**src/hdl/bdar_pkg.sv**
```systemverilog
// bdar_pkg: shared types, register codes and reset values for the button debounce block
// depends on nothing; imported by bdar_update and button_debounce_auto_repeat
package bdar_pkg;

  localparam int unsigned NumButtonsDef = 4;
  localparam int unsigned LevelW        = 4;
  localparam int unsigned RunW          = 10;
  localparam int unsigned HoldW         = 16;
  localparam int unsigned PerW          = 10;
  localparam int unsigned CfgIdxW       = 3;
  localparam int unsigned CfgDataW      = 16;

  // configuration register indexes
  localparam logic [CfgIdxW-1:0] RegInitDebounce = 3'd0;
  localparam logic [CfgIdxW-1:0] RegSlowPeriod   = 3'd1;
  localparam logic [CfgIdxW-1:0] RegFastPeriod   = 3'd2;
  localparam logic [CfgIdxW-1:0] RegSlowStart    = 3'd3;
  localparam logic [CfgIdxW-1:0] RegFastStart    = 3'd4;
  localparam logic [CfgIdxW-1:0] RegHoldLimit    = 3'd5;

  localparam logic [PerW-1:0]  InitDebounceRst = 10'd50;
  localparam logic [PerW-1:0]  SlowPeriodRst   = 10'd500;
  localparam logic [PerW-1:0]  FastPeriodRst   = 10'd150;
  localparam logic [HoldW-1:0] SlowStartRst    = 16'd50;
  localparam logic [HoldW-1:0] FastStartRst    = 16'd650;
  localparam logic [HoldW-1:0] HoldLimitRst    = 16'd1400;

  localparam logic [RunW-1:0]  RunMax  = '1;
  localparam logic [HoldW-1:0] HoldMax = '1;

  typedef struct packed {
    logic [PerW-1:0]  init_debounce;
    logic [PerW-1:0]  slow_period;
    logic [PerW-1:0]  fast_period;
    logic [HoldW-1:0] slow_start;
    logic [HoldW-1:0] fast_start;
    logic [HoldW-1:0] hold_limit;
  } cfg_t;

  typedef struct packed {
    logic [RunW-1:0]  run;
    logic [HoldW-1:0] hold;
    logic [PerW-1:0]  period;
  } entry_t;

  localparam entry_t EntryRst = '{run: '0, hold: '0, period: InitDebounceRst};

endpackage

```
**src/hdl/bdar_update.sv**
```systemverilog
// bdar_update: next state of one button entry for one tick, and whether its flag fires
// depends on bdar_pkg
module bdar_update import bdar_pkg::*; (
  input  entry_t cur_i,
  input  logic   down_i,
  input  cfg_t   cfg_i,
  output entry_t nxt_o,
  output logic   fire_o
);

  entry_t upd;
  logic   fire;

  always_comb begin
    upd = cur_i;
    if (down_i) begin
      if (upd.run != RunMax) begin
        upd.run = upd.run + 1'b1;
      end
      if (upd.hold != HoldMax) begin
        upd.hold = upd.hold + 1'b1;
      end
      if (upd.hold > cfg_i.slow_start && upd.hold <= cfg_i.fast_start) begin
        upd.period = cfg_i.slow_period;
      end else if (upd.hold > cfg_i.fast_start && upd.hold <= cfg_i.hold_limit) begin
        upd.period = cfg_i.fast_period;
      end else if (upd.hold > cfg_i.hold_limit) begin
        // clamp just above the limit
        upd.hold = (cfg_i.hold_limit != HoldMax) ? cfg_i.hold_limit + 1'b1 : HoldMax;
      end
    end else begin
      upd.run    = '0;
      upd.hold   = '0;
      upd.period = cfg_i.init_debounce;
    end
    fire = (upd.run >= upd.period);
    if (fire) begin
      upd.run = '0;
    end
  end

  assign nxt_o  = upd;
  assign fire_o = fire;

endmodule

```
**src/hdl/button_debounce_auto_repeat.sv**
```systemverilog
// button_debounce_auto_repeat: tick items walk the buttons one per cycle through a state memory
// (read, update, write back); read items return and clear the sticky flags.
// a tick item holds off further items until the sequencer has issued its last button;
// a read item waits while another read is in the update stage or the output register is held,
// and its result is registered through the update stage and then the output register.
// reset: registers take their defaults and entry valid bits clear, so every button starts
// released with the initial debounce period; there is no clearing pass. depends on bdar_pkg
module button_debounce_auto_repeat import bdar_pkg::*; #(
  parameter int unsigned NUM_BUTTONS = NumButtonsDef
) (
  input  logic                clk_i,
  input  logic                rst_ni,
  input  logic                cfg_we_i,
  input  logic [CfgIdxW-1:0]  cfg_idx_i,
  input  logic [CfgDataW-1:0] cfg_wdata_i,
  input  logic                in_valid_i,
  output logic                in_ready_o,
  input  logic                action_i,
  input  logic [LevelW-1:0]   pressed_levels_i,
  output logic                out_valid_o,
  input  logic                out_ready_i,
  output logic [LevelW-1:0]   button_flags_o
);

  localparam int unsigned IdxW = (NUM_BUTTONS > 1) ? $clog2(NUM_BUTTONS) : 1;
  localparam logic [IdxW-1:0] LastBtn = IdxW'(NUM_BUTTONS - 1);

  // configuration registers
  cfg_t cfg_q;

  always_ff @(posedge clk_i or negedge rst_ni) begin
    if (!rst_ni) begin
      cfg_q <= '{init_debounce: InitDebounceRst, slow_period: SlowPeriodRst,
                 fast_period: FastPeriodRst, slow_start: SlowStartRst,
                 fast_start: FastStartRst, hold_limit: HoldLimitRst};
    end else if (cfg_we_i) begin
      case (cfg_idx_i)
        RegInitDebounce: cfg_q.init_debounce <= cfg_wdata_i[PerW-1:0];
        RegSlowPeriod:   cfg_q.slow_period   <= cfg_wdata_i[PerW-1:0];
        RegFastPeriod:   cfg_q.fast_period   <= cfg_wdata_i[PerW-1:0];
        RegSlowStart:    cfg_q.slow_start    <= cfg_wdata_i[HoldW-1:0];
        RegFastStart:    cfg_q.fast_start    <= cfg_wdata_i[HoldW-1:0];
        RegHoldLimit:    cfg_q.hold_limit    <= cfg_wdata_i[HoldW-1:0];
        default: ;
      endcase
    end
  end

  // issue stage: sequencer over the buttons
  logic                busy_q, busy_d;
  logic [IdxW-1:0]     btn_q, btn_d;
  logic [LevelW-1:0]   lev_q;
  logic                in_acc, read_ok;
  logic                iss_valid, iss_read, iss_down;
  logic [IdxW-1:0]     iss_addr;
  logic [LevelW-1:0]   lev_src;
  logic [NUM_BUTTONS-1:0] lvl_ext;

  // update stage
  logic                s1_valid_q, s1_read_q, s1_down_q;
  logic [IdxW-1:0]     s1_addr_q;
  entry_t              rdata_q;
  logic                rvld_q;
  logic                fwd_valid_q;
  logic [IdxW-1:0]     fwd_addr_q;
  entry_t              fwd_data_q;
  logic                fwd_hit;
  entry_t              s1_cur, s1_nxt;
  logic                s1_fire, s1_tick;
  logic [LevelW-1:0]   fire_mask;

  logic [NUM_BUTTONS-1:0] vld_q;
  entry_t              state_mem [NUM_BUTTONS];

  logic [LevelW-1:0]   flags_q, flags_d;
  logic                out_valid_q, out_valid_d;
  logic [LevelW-1:0]   out_flags_q;

  assign read_ok    = (!out_valid_q || out_ready_i) && !(s1_valid_q && s1_read_q);
  assign in_ready_o = !busy_q && (!action_i || read_ok);
  assign in_acc     = in_valid_i && in_ready_o;

  assign iss_valid = busy_q || in_acc;
  assign iss_read  = !busy_q && action_i;
  assign iss_addr  = busy_q ? btn_q : '0;
  assign lev_src   = busy_q ? lev_q : pressed_levels_i;

  // buttons without a level bit count as released
  for (genvar g = 0; g < NUM_BUTTONS; g++) begin : g_lvl
    if (g < LevelW) begin : g_has
      assign lvl_ext[g] = lev_src[g];
    end else begin : g_none
      assign lvl_ext[g] = 1'b0;
    end
  end

  assign iss_down = lvl_ext[iss_addr];

  always_comb begin
    busy_d = busy_q;
    btn_d  = btn_q;
    if (busy_q) begin
      if (btn_q == LastBtn) begin
        busy_d = 1'b0;
      end else begin
        btn_d = btn_q + 1'b1;
      end
    end else if (in_acc && !action_i) begin
      busy_d = (NUM_BUTTONS > 1);
      btn_d  = IdxW'(1);
    end
  end

  always_ff @(posedge clk_i or negedge rst_ni) begin
    if (!rst_ni) begin
      busy_q     <= 1'b0;
      btn_q      <= '0;
      s1_valid_q <= 1'b0;
      s1_read_q  <= 1'b0;
      fwd_valid_q <= 1'b0;
      rvld_q     <= 1'b0;
      vld_q      <= '0;
      flags_q    <= '0;
      out_valid_q <= 1'b0;
    end else begin
      busy_q      <= busy_d;
      btn_q       <= btn_d;
      s1_valid_q  <= iss_valid;
      s1_read_q   <= iss_read;
      fwd_valid_q <= s1_tick;
      if (iss_valid) begin
        rvld_q <= vld_q[iss_addr];
      end
      if (s1_tick) begin
        vld_q[s1_addr_q] <= 1'b1;
      end
      flags_q     <= flags_d;
      out_valid_q <= out_valid_d;
    end
  end

  // payload registers
  always_ff @(posedge clk_i) begin
    if (in_acc) begin
      lev_q <= pressed_levels_i;
    end
    if (iss_valid) begin
      s1_addr_q <= iss_addr;
      s1_down_q <= iss_down;
      rdata_q   <= state_mem[iss_addr];
    end
    if (s1_tick) begin
      state_mem[s1_addr_q] <= s1_nxt;
      fwd_addr_q <= s1_addr_q;
      fwd_data_q <= s1_nxt;
    end
    if (s1_valid_q && s1_read_q) begin
      out_flags_q <= flags_q;
    end
  end

  // a write from the previous cycle is not yet seen by a read of the same entry
  assign s1_tick = s1_valid_q && !s1_read_q;
  assign fwd_hit = fwd_valid_q && (fwd_addr_q == s1_addr_q);
  assign s1_cur  = fwd_hit ? fwd_data_q : (rvld_q ? rdata_q : EntryRst);

  bdar_update u_update (
    .cur_i  (s1_cur),
    .down_i (s1_down_q),
    .cfg_i  (cfg_q),
    .nxt_o  (s1_nxt),
    .fire_o (s1_fire)
  );

  for (genvar j = 0; j < LevelW; j++) begin : g_fire
    assign fire_mask[j] = s1_tick && s1_fire && (32'(s1_addr_q) == j);
  end

  always_comb begin
    flags_d     = flags_q | fire_mask;
    out_valid_d = out_valid_q;
    if (out_ready_i) begin
      out_valid_d = 1'b0;
    end
    if (s1_valid_q && s1_read_q) begin
      flags_d     = '0;
      out_valid_d = 1'b1;
    end
  end

  assign out_valid_o    = out_valid_q;
  assign button_flags_o = out_flags_q;

  a_busy_blocks_input: assert property (@(posedge clk_i) disable iff (!rst_ni)
    busy_q |-> !in_ready_o)
    else $error("item accepted while buttons still being served");

  a_read_slot_free: assert property (@(posedge clk_i) disable iff (!rst_ni)
    (s1_valid_q && s1_read_q) |-> (!out_valid_q || out_ready_i))
    else $error("read item reached update stage with output register occupied");

  a_flags_cleared: assert property (@(posedge clk_i) disable iff (!rst_ni)
    (s1_valid_q && s1_read_q) |=> (flags_q == '0))
    else $error("flags not cleared after read item");

  a_result_from_read: assert property (@(posedge clk_i) disable iff (!rst_ni)
    $rose(out_valid_q) |-> $past(s1_valid_q && s1_read_q))
    else $error("result shown without a read item");

  a_fwd_only_ticks: assert property (@(posedge clk_i) disable iff (!rst_ni)
    fwd_valid_q |-> $past(s1_valid_q && !s1_read_q))
    else $error("forwarding entry not from a tick update");

endmodule

```
**config.mk**
```make
export PLATFORM = sky130hd
export DESIGN_NAME = button_debounce_auto_repeat
export DESIGN_NICKNAME = d
export VERILOG_FILES = /design/src/hdl/bdar_pkg.sv /design/src/hdl/bdar_update.sv /design/src/hdl/button_debounce_auto_repeat.sv
export SDC_FILE = /design/constraint.sdc
export NUM_CORES = 1
export LEC_CHECK = 0
export ABC_AREA = 1
export BUFFER_PORTS_ARGS = -buffer_cell sky130_fd_sc_hd__buf_2
export CAP_MARGIN = 20
export CELL_PAD_IN_SITES_DETAIL_PLACEMENT = 0
export CELL_PAD_IN_SITES_GLOBAL_PLACEMENT = 1
export CORE_UTILIZATION = 49
export DETAILED_ROUTE_END_ITERATION = 12
export GPL_ROUTABILITY_DRIVEN = 0
export MAX_ROUTING_LAYER = met4
export PLACE_DENSITY = 0.91
export SLEW_MARGIN = 25
export SYNTH_ARGS = -nofsm -noshare
export SYNTH_HDL_FRONTEND = slang
export SYNTH_SLANG_ARGS = --single-unit
```
**constraint.sdc**
```tcl
create_clock -name clk_i -period 7.5 [get_ports clk_i]
set_input_delay 1.5 -clock clk_i [delete_from_list [all_inputs] [get_ports clk_i]]
set_output_delay 1.5 -clock clk_i [all_outputs]
set_load 0.05 [all_outputs]
```
### Word-level counts from Yosys, hierarchy flattened

Memory sizes are Yosys's and may differ from the RTL's. A register that Yosys moved wholly into a read port is not among the register bits.
Index checks and enable logic that the tools add are counted.

* register bits: 143
* memory bits (writable): 144
* input port bits: 29
* word-level logic and storage cells: 120
* memories kept: 1

Memory list
* state_mem: words 4, bits a word 36, rd ports 1, clocked after Yosys merged registers in 1, wr ports 1, RTL line button_debounce_auto_repeat.sv:73 `entry_t state_mem [NUM_BUTTONS];`

* add/sub/neg operators: 4
* magnitude comparators: 9
* equality and inequality tests: 14
* mux-type cells: 32
* bitwise gates (word level): 2
* reductions and logical operators: 35

Operators by type and width (number)
* $mux W36: 3
* $mux W16: 6
* $gt A16 B16 Y1: 3
* $mux W10: 4
* $add A16 B1 Y16 const B: 2
* $le A16 B16 Y1: 2
* $ne A16 B16 Y1 const B: 2
* $logic_and A1 B1 Y1: 16
* $reduce_and A2 Y1: 7
* $add A10 B1 Y10 const B: 1
* $ge A10 B10 Y1: 1
* $mux W1: 10
* $ne A10 B10 Y1 const B: 1
* $mux W2: 4
* $mux W4: 2
* $or A4 B4 Y4: 2
* $eq A2 B2 Y1 const B: 3
* $eq A3 B2 Y1 const B: 2
* $eq A3 B3 Y1 const B: 2
* $lt A2 B3 Y1 const B: 2
* $logic_not A1 Y1: 5
* $bmux W1 S2: 2
* $reduce_bool A2 Y1: 2
* $eq A3 B1 Y1 const B: 1
* 9 further kinds: 11

### Longest topological paths before layout

* depth in word-level cells: 16
* gate-level depth with buffers: 41
* gate-level depth less buffers: 38

### By module

A second synthesis with hierarchy kept.

* cell total of the unflattened synthesis: 1672
* area total of the unflattened synthesis: 15841.4 um^2

Modules (own cells, without submodules)
* button_debounce_auto_repeat: times used 1, cells an instance 998, area each 12283.0 um^2
* bdar_update: times used 1, cells an instance 674, area each 3558.4 um^2

### Worst setup path before layout

No wires, ideal clock.

* path kind: reg-to-reg
* start: register s1_addr_q[1]
* end: register fwd_data_q[26] (netlist bit) (data pin)
* setup time: 0.281 ns
* data arrival time: 4.875 ns
* data required time: 7.219 ns
* setup slack: 2.344 ns
* cell stages (with the launch flop): 38
* path buffers: 5
* period minus slack after synthesis: 5.156 ns
* cells stage by stage: edfxtp_1 > inv_2 > nand2_1 > nand2_2 > buf_2 > buf_4 > nand3_1 > nand2_2 > ha_1 > inv_1 > nor2_1 > nand2_1 > nor2_4 > nand2_4 > buf_6 > nand2_1 > and2_1 > ha_1 > [... 2 more ...] > o21ai_0 > nand2_1 > nand2_1 > nand2_1 > nand2_1 > nand2_1 > nand2_1 > clkbuf_1 > nand3_1 > nand3_1 > a21oi_1 > ha_1 > nand2_1 > nor4_1 > nand3_1 > nand4_1 > clkbuf_1 > nor2_1

RTL lines
* start, declared: RTL line button_debounce_auto_repeat.sv:61 `logic [IdxW-1:0] s1_addr_q;`
* start signal, assigned: RTL line button_debounce_auto_repeat.sv:148 `s1_addr_q <= iss_addr;`
* end signal, assigned: RTL line button_debounce_auto_repeat.sv:155 `fwd_data_q <= s1_nxt;`
* end, declared: RTL line button_debounce_auto_repeat.sv:66 `entry_t fwd_data_q;`

==> flow_summary.json <==
{
  "arrival_ns": 7.12,
  "wl_per_cell_um": 16.66,
  "cts_tree": "yes",
  "coreArea_um2": 31640,
  "finalSetupViolCount": 0,
  "io_pins": 35,
  "cts_max_level": 2,
  "drt-total-wl_mm": 35.25,
  "antenna_found_initial": 0,
  "async_flop_share_pct": 29.10,
  "regArea_um2": 9261,
  "hold_viol": 0,
  "synth.distinct_cells": 41,
  "worstPathRequired_ns": 7.89,
  "ant_nets": 0,
  "vias": 11393,
  "cts.reportedPaths.clkPinSlew_ns": 0.06,
  "tightest_slew_ns": 0.9741,
  "die_h_um": 181.7,
  "fp.dieArea_um2": 33000,
  "cp_common_cell": "nand2_1",
  "grt_pass1_wl_mm": 57.21,
  "synth_nets": 1762,
  "grt_pass1_vias": 10875,
  "detailed_place_hpwl_mm": 22.89,
  "layout_commonest_cell": "nand2_1",
  "ys_ff_latch": 323,
  "min_from": "flags_q[1]",
  "rsz0062_at_grt": "no",
  "slew_headroom_pct": 34.90,
  "clock_path_buffers": 3,
  "worst-r2r-cell-count": 32,
  "drt-vias-per-instance": 5.384,
  "hp-class": "reg2reg",
  "r2r_slack_ns": 0.77,
  "slew_violations": 0,
  "max_stage_delay_ns": 0.53,
  "seq_area_frac_synth_pct": 58.56,
  "min_period_ns": 6.729,
  "drcViolationCount": 0,
  "area.growth.synth_to_final_pct": 9.794,
  "fmax_mhz": 148.6,
  "final_cell_mix": "nand2_1, edfxtp_1, o21ai_0",
  "holdWs_ns": 0.4565,
  "fillCellCount": 2730,
  "cts_made_buffers": 34,
  "grtUsageTotal_pct": 22.77,
  "cts_root_buf": "clkbuf_16",
  "dieWidth_um": 181.7,
  "synthFlopType": "edfxtp_1",
  "grt_max_degree": 79,
  "crit_type": "reg2reg",
  "path_max_fanout": 31,
  "clock_latency_ns": 0.51,
  "drive_above_1_share_pct": 9.393,
  "multi_input_area_um2": 5562,
  "drtIter0Drc": 915,
  "fin_crit_sh_pct": 89.72,
  "synth.cell_area_um2": 15820,
  "antenna-diode-count": 0,
  "gr-total-overflow": 0,
  "first_pass_iters": 6,
  "io_buffers": 34,
  "core.rowCount": 65,
  "synthCells": 1671,
  "whs_endpoint": "button_flags_o[1]",
  "yosysWarnings": 0,
  "synth-edff-count": 229,
  "maxCapViolCount": 0,
  "finClkSkew_ns": 0.008229,
  "start_util_pct": 49.99,
  "cts_setup_buffers": 0,
  "status": "finished clean",
  "start_kind": "flop",
  "cp-end-kind": "flop",
  "final_nets": 1781,
  "r2r_end": "flags_q[3]",
  "finalSetupTns_ns": 0,
  "avgSynthCellArea_um2": 9.465,
  "whs_path_depth": 0,
  "cts.sinks": 323,
  "worst_path_max_delay_cell": "nand4_1",
  "r2r_start": "s1_addr_q[1]"
}
[repair_timing]
item / CTS / global route
setup endpoints to repair: 0 / 54
hold buffers: 0 / 0
resized for setup: 0 / 1
[per-stage QoR]
stage	cells	cell area, µm²	worst slack [ns]	utilization, %
2_1_floorplan	1671	15820	2.344	-
5_1_grt	2116	17370	0.02203	54.89
3_3_place_gp	2056	16340	0.8071	51.65
3_5_place_dp	2056	16340	0.5698	51.65
4_1_cts	2116	17350	0.5300	54.85
6_report	2116	17370	0.7709	54.89
[state kept, by name, indices dropped and copies added, names as in the netlist, 4 cells and up]
register,flops
state_mem,144
vld_q,4
cfg_q,78
fwd_data_q,36
flags_q,4
lev_q,4
rdata_q,36
button_flags_o,4
[worst max-delay path, delay by kind of cell (launching register included)]
kind	cells	cell delay (ns)
compound gates	3	0.90
fa+ha+maj	3	0.83
buf+inv	3	0.47
flops	1	0.45
simple gates	23	3.94
[metal layers]
layer / part of all wire (%) / GRT usage, % / up-vias
met2: 45 / 34.55 / 353
met5: 0 / - / -
met3: 6.9 / 3.590 / 54
met4: 1.8 / 5.763 / 0
met1: 47 / 32.06 / 5341
li1: - / - / 5645
[synth_stat cells (12+ instances only)]
master    count  area share, %
o22ai_1      37            1.5
a21oi_1      46            1.5
nor2_1      173            4.1
nand2_1     381            9.0
edfxtp_1    229             43
xor2_1       15           0.83
ha_1         62            4.9
inv_1       192            4.6
nand3_1      88            2.8
dfstp_2      26            4.3
clkbuf_1     49            1.2
o21ai_0     195            6.2
nor3_1       12           0.38
dfrtp_1      68             11
nand4_1      19           0.75
[logic make-up (layout without fill, tap and decap cells)]
| family | count (synthesis) | in the layout | synth area share [%] |
|---|---|---|---|
| simple gates | 710 | 710 | 19.10 |
| flops | 323 | 323 | 58.56 |
| compound gates | 298 | 298 | 9.960 |
| buf+inv | 262 | 305 | 6.598 |
| fa+ha+maj | 62 | 62 | 4.905 |
| xor+xnor | 16 | 16 | 0.8860 |
[final cells by class]
cell class	count	share of cell area (%)
inverters	196	4.237
clock inverters	12	0.5188
multi-input cells	1086	32.03
clock buffers	48	5.325
repair buffers	49	1.664
well taps	402	2.896
flip-flops and latches	323	53.33
[how the worst max path moves through the flow]
stage / start / to / slack (ns) / cells past startpoint
after floorplan: s1_addr_q[1] / fwd_data_q[26] / 2.34 / 37
after global placement: s1_addr_q[1] / flags_q[0] / 0.81 / 34
after detailed placement: s1_addr_q[1] / flags_q[3] / 0.57 / 34
after CTS: s1_addr_q[1] / flags_q[3] / 0.53 / 34
after global routing: s1_addr_q[1] / flags_q[0] / 0.02 / 36
final: s1_addr_q[1] / flags_q[3] / 0.77 / 32
Power is left out: the tool's default activity adds up to more than one toggle a clock period on the data nets, which glitch-free logic cannot reach.
